$ cat src/rtl/core/gcd_pkg.sv
package gcd_pkg;

	localparam int CORDIC_STEPS_DEF = 24;
	localparam int ATAN_LEN = 40;
	localparam int XY_W = 33;               // CORDIC x/y, Q30 signed with headroom
	localparam int ANG_W = 34;              // CORDIC z, 2^-32 turn signed
	localparam int QUEUE_DEPTH = 4;
	localparam logic signed [XY_W-1:0] CORDIC_START = 33'sd652032874;
	localparam logic [ANG_W-2:0] QUARTER_TURN = 33'd1073741824;
	localparam logic [31:0] CIRC_Q16 = 32'd2623417457;  // 2*pi*6371 km, Q16
	localparam logic [25:0] RECIP_45 = 26'd47721858;    // floor(2^31 / 45)
	localparam int RECIP_SHIFT = 31;

	// Four binary angles, one item in the front/back queue.
	typedef struct packed {
		logic [31:0] lat1;
		logic [31:0] lon1;
		logic [31:0] lat2;
		logic [31:0] lon2;
	} ang_set_t;

	typedef logic [12:0] rem_tbl_t [45];

	// floor((b*16384 + 45) / 90): rounded tail of the degree-to-angle scale
	function automatic rem_tbl_t rem_table();
		rem_tbl_t t;
		for (int b = 0; b < 45; b++) begin
			t[b] = 13'((b * 16384 + 45) / 90);
		end
		return t;
	endfunction

	function automatic logic signed [ANG_W-1:0] atan_bam(input int i);
		logic [31:0] v;
		case (i)
			0: v = 32'd536870912;
			1: v = 32'd316933406;
			2: v = 32'd167458907;
			3: v = 32'd85004756;
			4: v = 32'd42667331;
			5: v = 32'd21354465;
			6: v = 32'd10679838;
			7: v = 32'd5340245;
			8: v = 32'd2670163;
			9: v = 32'd1335087;
			10: v = 32'd667544;
			11: v = 32'd333772;
			12: v = 32'd166886;
			13: v = 32'd83443;
			14: v = 32'd41722;
			15: v = 32'd20861;
			16: v = 32'd10430;
			17: v = 32'd5215;
			18: v = 32'd2608;
			19: v = 32'd1304;
			20: v = 32'd652;
			21: v = 32'd326;
			22: v = 32'd163;
			23: v = 32'd81;
			24: v = 32'd41;
			25: v = 32'd20;
			26: v = 32'd10;
			27: v = 32'd5;
			28: v = 32'd3;
			29: v = 32'd1;
			30: v = 32'd1;
			default: v = 32'd0;
		endcase
		return $signed({2'b00, v});
	endfunction

endpackage

$ cat src/rtl/core/gcd_queue.sv
module gcd_queue (
	input  logic              clk,
	input  logic              arst_n,
	input  logic              push,
	input  gcd_pkg::ang_set_t push_data,
	input  logic              pop,
	output gcd_pkg::ang_set_t head,
	output logic              empty,
	output logic              full
);

	localparam int AW = $clog2(gcd_pkg::QUEUE_DEPTH);

	gcd_pkg::ang_set_t mem [gcd_pkg::QUEUE_DEPTH];
	logic [AW-1:0] wr_ptr_q, rd_ptr_q;
	logic [AW:0]   count_q;

	assign empty = (count_q == '0);
	assign full  = (count_q == (AW+1)'(gcd_pkg::QUEUE_DEPTH));
	assign head  = mem[rd_ptr_q];

	always_ff @(posedge clk) begin
		if (push) begin
			mem[wr_ptr_q] <= push_data;
		end
	end

	always_ff @(posedge clk or negedge arst_n) begin
		if (!arst_n) begin
			wr_ptr_q <= '0;
			rd_ptr_q <= '0;
			count_q  <= '0;
		end else begin
			if (push) begin
				wr_ptr_q <= wr_ptr_q + AW'(1);
			end
			if (pop) begin
				rd_ptr_q <= rd_ptr_q + AW'(1);
			end
			if (push && !pop) begin
				count_q <= count_q + (AW+1)'(1);
			end else if (pop && !push) begin
				count_q <= count_q - (AW+1)'(1);
			end
		end
	end

endmodule

$ cat config.mk
export PLATFORM = sky130hd
export DESIGN_NAME = gcd_queue
export DESIGN_NICKNAME = d
export VERILOG_FILES = /design/src/rtl/core/gcd_pkg.sv /design/src/rtl/core/gcd_queue.sv
export SDC_FILE = /design/constraint.sdc
export NUM_CORES = 1
export LEC_CHECK = 0
export ABC_AREA = 0
export BUFFER_PORTS_ARGS = -buffer_cell sky130_fd_sc_hd__buf_2
export CAP_MARGIN = 20
export CORE_AREA = 5 5 192 194
export DETAILED_ROUTE_END_ITERATION = 10
export DIE_AREA = 0 0 197 199
export GPL_TIMING_DRIVEN = 0
export PLACE_DENSITY_LB_ADDON = 0.3
export SETUP_SLACK_MARGIN = 0.05
export SYNTH_ARGS = -nofsm -noshare
export SYNTH_HDL_FRONTEND = slang
export SYNTH_SLANG_ARGS = --single-unit
$ cat constraint.sdc
create_clock -name clk -period 6 [get_ports clk]
set_input_delay 1.2 -clock clk [delete_from_list [all_inputs] [get_ports clk]]
set_output_delay 1.2 -clock clk [all_outputs]
set_load 0.01 [all_outputs]
* Word level (Yosys, flattened, before mapping)
Memory sizes are Yosys's and may differ from the RTL's. Index checks and enable logic that the tools add are counted.
Word-level totals: memories 1, RAM bits 512, bits in registers 7, output and inout bits 130, word-level logic and storage cells 19
Memory list:
- mem | depth 4, width 128, rd ports 1, clocked after Yosys merged registers in 0, wr ports 1, line gcd_queue.sv:14 | gcd_pkg::ang_set_t mem [gcd_pkg::QUEUE_DEPTH];
Operators by class: reduce and logical (&&, ||, !) cells 6, muxes and demuxes 4, $add $sub $neg 4, equal/unequal tests 1
Operators with widths (number):
- $mux W3 | 2
- $add A2 B1 Y2 const B | 2
- $add A3 B1 Y3 const B | 1
- $eq A3 B3 Y1 const B | 1
- $logic_not A3 Y1 | 1
- $sub A3 B1 Y3 const B | 1
- $logic_and A1 B1 Y1 | 2
- $logic_not A1 Y1 | 2
- $mux W1 | 2
- $reduce_bool A2 Y1 | 1

* Depth between registers and ports, before layout
Gate-level depths: netlist (run 1).
word-level depth 4, gate-level depth with buffers 7, mapped depth without buffers 7

* Worst setup path after synthesis (run 1)
No wires, ideal clock.
path type input port to flip-flop, start point input push, end point memory mem[1][0] (netlist bit), enable pin, path slack 1365 ps, arrival 4133 ps, stages on the path 1, buffers on the path 0, path through and2_1
Between the ends: cells in the longest elaborated chain, start to end 2
RTL lines:
- from (decl) | line gcd_queue.sv:4 | input logic push,
- $mux W1 | line gcd_queue.sv:23 | if (push) begin
- $mux W1 (implied by the code) | line gcd_queue.sv:24 | mem[wr_ptr_q] <= push_data;
- to (decl) | line gcd_queue.sv:14
Every way passes these cells.

==> results.toml, run 1 <==
[sta]
fin_skew_ns = 0.0156
worst_slack_ns = 2.19
setup-violations-final = 0
hold_viol = 0
period_share_pct = 63.5
worstMarginPinSlew_ns = 0.896
clock.fmax_mhz = 263
rsz0062_at_grt = "false"
max_slew_margin_pct = 40.2
fin_crit_ns = 3.81
tns_ns = 0
slew_violations = 0

[global_route]
grt_max_degree = 57
antenna_found_initial = 6
grt.total_usage_pct = 18.2
grt_pass1_wl_um = 53600
grt-ovfl-total = 0
grt_pass1_vias = 8932

[worst_hold_path]
min_path_type = "in2async"

[routing]
met1_length_um = 14300
antenna_left = 0
wire_per_inst_um = 23.3
wirelength_um = 35500
dr.pass1.iters = 4
drtIter0Drc = 489
drc = 0
vias = 8322
met3_length_um = 2180
wl_met2_um = 18200
routed_via_density = 5.45
top_layer_used = "met5"

[clock_tree]
cts_hold_buf = 0
post_cts_buffers = 0
clk_latency_ns = 0.56
numClockSinks = 519
cts_buffers = 51
cts_root_buf = "clkbuf_16"
ctsResizeCount = 0
cts.htree.levels = 2
cts_tree = "built"
cts.path.max_buffers = 3
clk_pin_slew_ns = 0.06

[critical_path]
crit_end = "head[76]"
endpoint_kind = "output port"
path_class = "reg2out"
cp.required_ns = 4.80
cp.arrival_ns = 2.61
reg2reg_to = "mem[0][40]"
cp_max_fo = 10
r2r-start = "wr_ptr_q[0]"
crit_path_start_kind = "register"
r2r_cells = 4
rrSetupSlack_ns = 4.02
startpoint = "rd_ptr_q[1]"

[pwr]
power_frac_seq_pct = 43.8
power_density_nw_per_um2 = 494
p_comb_share_pct = 29.6
irDropWorstVdd_uv = 395
clkPwrFrac_pct = 26.6
swShare_pct = 28.3
p_leak_nw = 7.74
switching_power_mw = 3.15
p_int_mw = 7.98

[cells_and_area]
nFillCells = 2342
final_common_cell = "edfxtp_1"
drive_gt1_share_pct = 46.8
area.growth.synth_to_final_pct = 19.6
final_core_util_pct = 64.3
layout.cells.non_filler = 1526
fin_nets = 1163
final_area_um2 = 22600
final_cell_mix = "edfxtp_1 (512), buf_2 (276), mux4_2 (128), clkbuf_16 (53), clkinv_1 (13)"

[synth]
yosys.area_share.adder_pct = 0.438
yosys.area_share.simple_pct = 0.259
synth_top_family_by_area = "multiplexers"
synth.area.mux_share_pct = 15.3
synth_compound_area_share_pct = 0.0265
netlist_instances = 703
syn_nets = 841
ys_ff_latch = 519
ys_types = 20
yosysWarnings = 0
ys_seq_area_share_pct = 82.4
syn-cell-area_um2 = 18900
synthXorXnorAreaFrac_pct = 0.279
syn_avg_cell_area_um2 = 26.8

[floorplan]
core_um2 = 35100
start_util_pct = 53.8
io_pins = 262
die_h_um = 199
die-area_um2 = 39200
rows = 69
die_x_um = 197

[place]
gp_congestion = 0.705
dpl_worst_slack_ns = 2.71
dpl_cell_area_um2 = 21000
dpl.hpwl_um = 22400
io_buffers = 261
dp.cells = 1433

[job]
drv_cap = 0

[run_status]
outcome = "finished, final reports clean"
[flip-flops by register name, summed over array words and instances (netlist names)]
register / count
mem: 512
count_q: 3
rd_ptr_q: 2
wr_ptr_q: 2
[critical path: stages, from the launching register on]
cell and delay (ns):
dfrtp_1 0.36, clkbuf_1 0.68, buf_2 0.44, mux4_2 0.39
buf_2 0.17
[area by class of cell]
cell class / count / area (um^2) / area share, %
well taps: 461 / 577 / 2.56
inverters: 4 / 15.0 / 0.0666
multi-input cells: 151 / 3090 / 13.7
repair buffers: 269 / 1530 / 6.77
plain buffers: 29 / 218 / 0.965
flip-flops and latches: 519 / 15500 / 68.9
clock inverters: 27 / 206 / 0.915
diodes: 5 / 12.5 / 0.0555
clock buffers: 61 / 1360 / 6.01
[per-stage QoR]
| step | hold slack (ns) | power, mW |
|---|---|---|
| floorplan | 0.456 | 7.08 |
| global placement | 0.471 | 8.40 |
| detailed placement | 0.492 | 8.36 |
| CTS | 0.427 | 11.3 |
| global route | 0.438 | 11.7 |
| finish | 0.465 | 11.1 |
[kinds of logic (layout without fill, tap and decap cells)]
family / after synthesis / after routing
buffers and inverters: 33 / 390
AO/OA/AOI/OAI: 1 / 1
other: 0 / 5
flip-flops: 519 / 519
AND/OR/NAND/NOR: 9 / 9
XOR/XNOR: 6 / 6
multiplexers: 129 / 129
adder cells (fa/ha/maj): 6 / 6
[cells in the mapped netlist, drive strengths merged]
cell    number  area, um^2
xor2         4        35.0
xnor2        2        17.5
and2         4        25.0
nor2         1        3.75
inv          4        15.0
mux2         1        11.3
nor3b        1        7.51
mux4       128        2880
clkbuf       2        7.51
dfrtp        7         175
nand2        2        7.51
edfxtp     512       15400
ha           5        62.6
o21ai        1        5.00
nor3         1        5.00
buf         27         210
fa           1        20.0
[worst min-delay path by stage]
stage / slack, ns / startpoint / cells past startpoint / to
after global placement: 0.47 / count_q[2] / 1 / count_q[2]
after floorplan: 0.46 / count_q[2] / 1 / count_q[2]
after CTS: 0.43 / arst_n / 1 / count_q[2]
after global routing: 0.44 / arst_n / 1 / count_q[2]
after detailed placement: 0.49 / count_q[2] / 1 / count_q[2]
final: 0.47 / arst_n / 1 / count_q[2]
[power groups by stage]
stage / clock, mW / combinational (mW) / sequential, mW
floorplan: 0 / 2.09 / 4.99
detailed placement: 0 / 3.41 / 4.95
CTS: 3.04 / 3.42 / 4.88
global placement: 0 / 3.30 / 5.10
global route: 3.21 / 3.56 / 4.92
finish: 2.96 / 3.30 / 4.87
[metal layers]
metal  up-vias  GRT usage, %
met5         -             0
met4         4          6.21
met3        42          4.37
met2       233          29.8
met1      4348          24.5
li1       3695             -
Note: power is estimated with default switching activity, not from simulation.
==> inputs of run 2 (changes only) <==
--- a/config.mk
+++ b/config.mk
@@ -5,12 +5,12 @@
 export SDC_FILE = /design/constraint.sdc
 export NUM_CORES = 1
 export LEC_CHECK = 0
-export ABC_AREA = 0
+export ABC_AREA = 1
 export BUFFER_PORTS_ARGS = -buffer_cell sky130_fd_sc_hd__buf_2
 export CAP_MARGIN = 20
-export CORE_AREA = 5 5 192 194
+export CORE_AREA = 5 5 201 203
 export DETAILED_ROUTE_END_ITERATION = 10
-export DIE_AREA = 0 0 197 199
+export DIE_AREA = 0 0 206 208
 export GPL_TIMING_DRIVEN = 0
 export PLACE_DENSITY_LB_ADDON = 0.3
 export SETUP_SLACK_MARGIN = 0.05
==> constraint.sdc (replaced) <==
create_clock -name clk -period 3.9 [get_ports clk]
set_input_delay 0.78 -clock clk [delete_from_list [all_inputs] [get_ports clk]]
set_output_delay 0.78 -clock clk [all_outputs]
set_load 0.01 [all_outputs]
==> results.toml, run 2 <==
[sta]
clock.fmax_mhz = 345
setup-violations-final = 0
fin_skew_ns = 0.0138
max_slew_margin_pct = 39.1
slew_violations = 0
period_share_pct = 74.4
hold_viol = 0
rsz0062_at_grt = "false"
worst_slack_ns = 0.999
fin_crit_ns = 2.90
worstMarginPinSlew_ns = 0.912

[global_route]
antenna_found_initial = 14
grt_pass1_wl_um = 72200
grt_max_degree = 37
grt.total_usage_pct = 21.9
grt_pass1_vias = 12700
grt-ovfl-total = 0

[pwr]
irDropWorstVdd_uv = 464
power_density_nw_per_um2 = 793
p_comb_share_pct = 36.9
p_int_mw = 12.8
clkPwrFrac_pct = 25.1
swShare_pct = 35.1
p_leak_nw = 10.1
switching_power_mw = 6.94
power_frac_seq_pct = 38.0

[routing]
drtIter0Drc = 791
antenna_left = 0
wirelength_um = 47900
drc = 0
routed_via_density = 5.27
wire_per_inst_um = 19.6
dr.pass1.iters = 7
vias = 12900

[synth]
ys_seq_area_share_pct = 74.6
yosysWarnings = 0
syn_avg_cell_area_um2 = 13.5
yosys.area.top_type_share_pct = 73.8
synth_compound_area_share_pct = 9.25
syn-cell-area_um2 = 20800
ys_ff_latch = 519
yosys.area_share.adder_pct = 0.396
syn_nets = 1679
async_flop_share_pct = 1.35
synth.largest_area_cell = "edfxtp_1"
synth_area_leaders = "edfxtp_1 (74%), o211ai_1 (9.2%), nand2_1 (7.2%), inv_1 (4.8%), buf_6 (2.4%)"
synthXorXnorAreaFrac_pct = 0.168
synthFlopType = "edfxtp_1"
yosys.area_share.simple_pct = 7.25
netlist_instances = 1541
synth_top_family_by_area = "compound AO/OA/AOI/OAI gates"
ys_types = 18
synth.area.mux_share_pct = 0
synth_most_common_cell = "edfxtp_1"
synth.top_cells.by_count = "edfxtp_1 (512), nand2_1 (397), inv_1 (267)"
synth_edf_count = 512

[clock_tree]
clk_pin_slew_ns = 0.06
cts.path.max_buffers = 3
numClockSinks = 519
post_cts_buffers = 0
ctsResizeCount = 0
cts_buffers = 52
cts.htree.levels = 2
cts_hold_buf = 0
cts_root_buf = "clkbuf_16"
cts_tree = "built"
clk_latency_ns = 0.59

[floorplan]
core_um2 = 38300
die_h_um = 208
die-area_um2 = 42800
start_util_pct = 54.4
io_pins = 262
die_x_um = 206
rows = 72

[place]
dpl_worst_slack_ns = 0.941
gp_congestion = 0.758
dpl.hpwl_um = 30700
io_buffers = 261

[cells_and_area]
largest_reg_flops = 512
reg.largest.list = "mem: 512 flops, count_q: 3 flops"
area.growth.synth_to_final_pct = 19.5
fin_nets = 2011
largest_register = "mem"
final_cell_mix = "edfxtp_1 (512), nand2_1 (397), buf_2 (293), inv_1 (263), o211ai_1 (256)"
final_core_util_pct = 65.1
drive_gt1_share_pct = 23.3
final_common_cell = "edfxtp_1"

[critical_path]
r2r-start = "wr_ptr_q[0]"
startpoint = "rd_ptr_q[1]"
r2r_cells = 5
rrSetupSlack_ns = 1.48
reg2reg_to = "mem[3][50]"
crit_path_start_kind = "register"
path_class = "reg2out"
cp.arrival_ns = 2.12
crit_end = "head[16]"
cp_max_fo = 10
cp.required_ns = 3.12
endpoint_kind = "output port"

[job]
drv_cap = 0

[worst_hold_path]
min_path_type = "in2async"

[run_status]
outcome = "finished, final reports clean"
run 2: cell count changes after synthesis, moves of 4 or more:
cell	before	now
buf_6	10	44
nand2_1	2	397
o211ai_1	0	256
buf_2	15	32
and2_1	4	0
buf_4	1	8
mux4_2	128	0
inv_1	4	267
run 2: how the worst min path moves through the flow:
stage          startpoint     endpoint  slack (ns)
2_1_floorplan  count_q[2]   count_q[2]        0.46
3_3_place_gp   count_q[2]   count_q[2]        0.48
3_5_place_dp   count_q[2]   count_q[2]        0.51
4_1_cts            arst_n  rd_ptr_q[0]       0.004
5_1_grt            arst_n  rd_ptr_q[0]        0.02
6_report           arst_n   count_q[0]        0.04
run 2: cell type report:
type	instances	area (um^2)
Timing Repair Buffer	278	1660
Fill cell	2775	13400
Buffer	86	723
Multi-Input combinational cell	668	3560
Tap cell	518	648
Antenna cell	9	22.5
Inverter	268	1020
Clock buffer	63	1390
Sequential cell	519	15500
Clock inverter	35	332
run 2: kinds of logic (layout without fill, tap and decap cells):
kind of cell | after synthesis | after routing
adder cells (fa/ha/maj) | 6 | 6
other | 0 | 9
AO/OA/AOI/OAI | 257 | 257
buffers and inverters | 354 | 730
XOR/XNOR | 4 | 4
flip-flops | 519 | 519
AND/OR/NAND/NOR | 401 | 401
run 2: power groups by stage:
stage          sequential [mW]  combinational [mW]  clock [mW]
2_1_floorplan             7.65                4.30           0
3_3_place_gp              7.76                7.06           0
3_5_place_dp              7.63                7.39           0
4_1_cts                   7.52                7.42        5.05
5_1_grt                   7.58                7.97        5.29
6_report                  7.51                7.28        4.96
run 2: through the flow:
step | setup TNS, ns | std cells | hold WS [ns] | total power [mW] | instance area [um^2]
floorplan | 0 | 1541 | 0.463 | 12.0 | 20900
global placement | -613.29 | 2320 | 0.482 | 14.8 | 22800
detailed placement | 0 | 2337 | 0.508 | 15.0 | 23200
CTS | 0 | 2435 | 0.00430 | 20.0 | 24900
global route | 0 | 2440 | 0.0178 | 20.8 | 24900
finish | 0 | 2444 | 0.0392 | 19.8 | 24900
run 2: worst max-delay path, cell delays in order, from the launching register on:
cell      delay, ns
dfrtp_1        0.39
inv_2          0.06
buf_2          0.35
buf_2          0.32
o211ai_1       0.14
nand2_1        0.13
buf_2          0.14
run 2: per-layer routing:
metal / share of wire [%] / track usage (%) / up-vias
met2: 49 / 36.1 / 455
met5: 0.17 / 0 / -
met4: 2.1 / 6.22 / 14
met3: 8.0 / 4.81 / 84
li1: - / - / 6068
met1: 40 / 29.7 / 6261
==> inputs of run 3 (changes only) <==
--- a/config.mk
+++ b/config.mk
@@ -8,9 +8,9 @@
 export ABC_AREA = 1
 export BUFFER_PORTS_ARGS = -buffer_cell sky130_fd_sc_hd__buf_2
 export CAP_MARGIN = 20
-export CORE_AREA = 5 5 201 203
+export CORE_AREA = 5 5 207 209
 export DETAILED_ROUTE_END_ITERATION = 10
-export DIE_AREA = 0 0 206 208
+export DIE_AREA = 0 0 212 214
 export GPL_TIMING_DRIVEN = 0
 export PLACE_DENSITY_LB_ADDON = 0.3
 export SETUP_SLACK_MARGIN = 0.05
==> constraint.sdc (replaced) <==
create_clock -name clk -period 2.4 [get_ports clk]
set_input_delay 0.48 -clock clk [delete_from_list [all_inputs] [get_ports clk]]
set_output_delay 0.48 -clock clk [all_outputs]
set_load 0.01 [all_outputs]
==> results.toml, run 3 (synthesized netlist as in run 2, its figures left out) <==
[clock_tree]
cts_tree = "built"
post_cts_buffers = 0
cts_buffers = 52
clk_pin_slew_ns = 0.06
cts_root_buf = "clkbuf_16"
numClockSinks = 519
cts.path.max_buffers = 3
clk_latency_ns = 0.59
cts.htree.levels = 2

[routing]
drc = 0
wire_per_inst_um = 20.0
dr.pass1.iters = 7
vias = 12800
antenna_left = 0
routed_via_density = 5.21
drtIter0Drc = 815
wirelength_um = 49100

[pwr]
power_frac_seq_pct = 37.3
p_int_mw = 21.3
p_total_mw = 32.8
power_density_nw_per_um2 = 1300
irDropWorstVdd_uv = 916
p_leak_nw = 10.2
switching_power_mw = 11.5
clkPwrFrac_pct = 24.6
p_comb_share_pct = 38.2
swShare_pct = 35.0

[critical_path]
cp_max_fo = 13
cp.required_ns = 1.92
endpoint_kind = "output port"
r2r_cells = 6
r2r-start = "wr_ptr_q[0]"
startpoint = "rd_ptr_q[0]"
path_class = "reg2out"
crit_path_start_kind = "register"
cp.arrival_ns = 1.96

[floorplan]
start_util_pct = 51.3
die-area_um2 = 45400
die_x_um = 212
die_h_um = 214
io_pins = 262
rows = 74
core_um2 = 40600

[job]
drv_cap = 0

[sta]
fin_skew_ns = 0.0166
slew_violations = 0
rsz0062_at_grt = "true"
setup-violations-final = 19
period_share_pct = 102
clock.fmax_mhz = 410
max_slew_margin_pct = 52.5
worst_slack_ns = -0.0401
worstMarginPinSlew_ns = 0.711
tns_ns = -0.244
fin_crit_ns = 2.44
hold_viol = 0

[cells_and_area]
final_cell_mix = "edfxtp_1 (512), nand2_1 (393), buf_2 (264), inv_1 (262), o211ai_1 (256)"
fin_nets = 2015
area.growth.synth_to_final_pct = 20.9
regArea_um2 = 15500
drive_gt1_share_pct = 23.8
largest_reg_flops = 512
reg.largest.list = "mem: 512 flops, count_q: 3 flops"
final_common_cell = "edfxtp_1"
final_core_util_pct = 62.0
multiInputGateArea_um2 = 3590
nFillCells = 3081
largest_register = "mem"
layout.cells.non_filler = 2452

[run_status]
violations = "setup timing"
outcome = "finished with violations"

[global_route]
grt-ovfl-total = 0
grt.total_usage_pct = 21.2
antenna_found_initial = 13
grt_pass1_wl_um = 74800
grt_pass1_vias = 13100
grt_max_degree = 36

[place]
gp_congestion = 0.775
io_buffers = 261
dp.cells = 2351
dpl.hpwl_um = 30900
dpl_worst_slack_ns = 0.0493

[worst_hold_path]
min-delay-start = "push_data[125]"
min_path_type = "in2reg"
whs_path_depth = 1
==> run 3: path summary, 6_finish.rpt <==
path | end | slack (ns)
worst max register to register | mem[2][34] | 0.18
worst min-delay path | mem[2][125] | 0.1
min in group asynchronous | count_q[0] | 0.26
worst max-delay path | head[119] | -0.04
max in group asynchronous | rd_ptr_q[0] | 1.97
worst min register to register | count_q[2] | 0.50
==> run 3: worst max-delay path: stages, from the launching register on <==
cell,delay [ns]
dfrtp_1,0.39
buf_12,0.17
clkbuf_16,0.18
buf_6,0.15
o211ai_1,0.22
nand2_1,0.10
buf_2,0.16
==> run 3: repair_timing <==
item,in CTS,in global routing
endpoints found under the hold margin,7,0
hold buffers,1,0
endpoints found under the setup margin,128,128
gates resized for setup,48,9
gates cloned,0,3
pin swaps,24,112
==> run 3: metal layers <==
layer	up-vias	routed length (um)	share of wire, %	global-route usage (%)
li1	6062	-	-	-
met1	6250	20000	41	27.8
met4	16	932	1.9	6.36
met2	379	24600	50	35.4
met3	72	3530	7.2	5.12
met5	-	112	0.23	0
==> run 3: area by class of cell <==
| cell class | instances | area share (%) |
|---|---|---|
| plain buffers | 86 | 3.64 |
| inverters | 268 | 4.05 |
| clock inverters | 26 | 1.14 |
| multi-input cells | 668 | 14.2 |
| clock buffers | 64 | 5.59 |
| diodes | 7 | 0.0695 |
| flip-flops and latches | 519 | 61.7 |
| well taps | 532 | 2.64 |
| repair buffers | 282 | 6.90 |
==> run 3: through the flow <==
| stage | area [um^2] | hold WS [ns] |
|---|---|---|
| 5_1_grt | 25200 | 0.0746 |
| 2_1_floorplan | 20900 | 0.184 |
| 4_1_cts | 25100 | 0.0578 |
| 6_report | 25200 | 0.0998 |
| 3_3_place_gp | 22900 | 0.334 |
| 3_5_place_dp | 23200 | 0.335 |
==> run 3: power by group through the flow <==
stage	registers, mW	clock network [mW]	logic, mW
4_1_cts	12.2	8.22	12.5
2_1_floorplan	12.4	0	7.03
6_report	12.2	8.04	12.5
3_3_place_gp	12.6	0	11.6
3_5_place_dp	12.4	0	12.1
5_1_grt	12.3	8.57	13.7
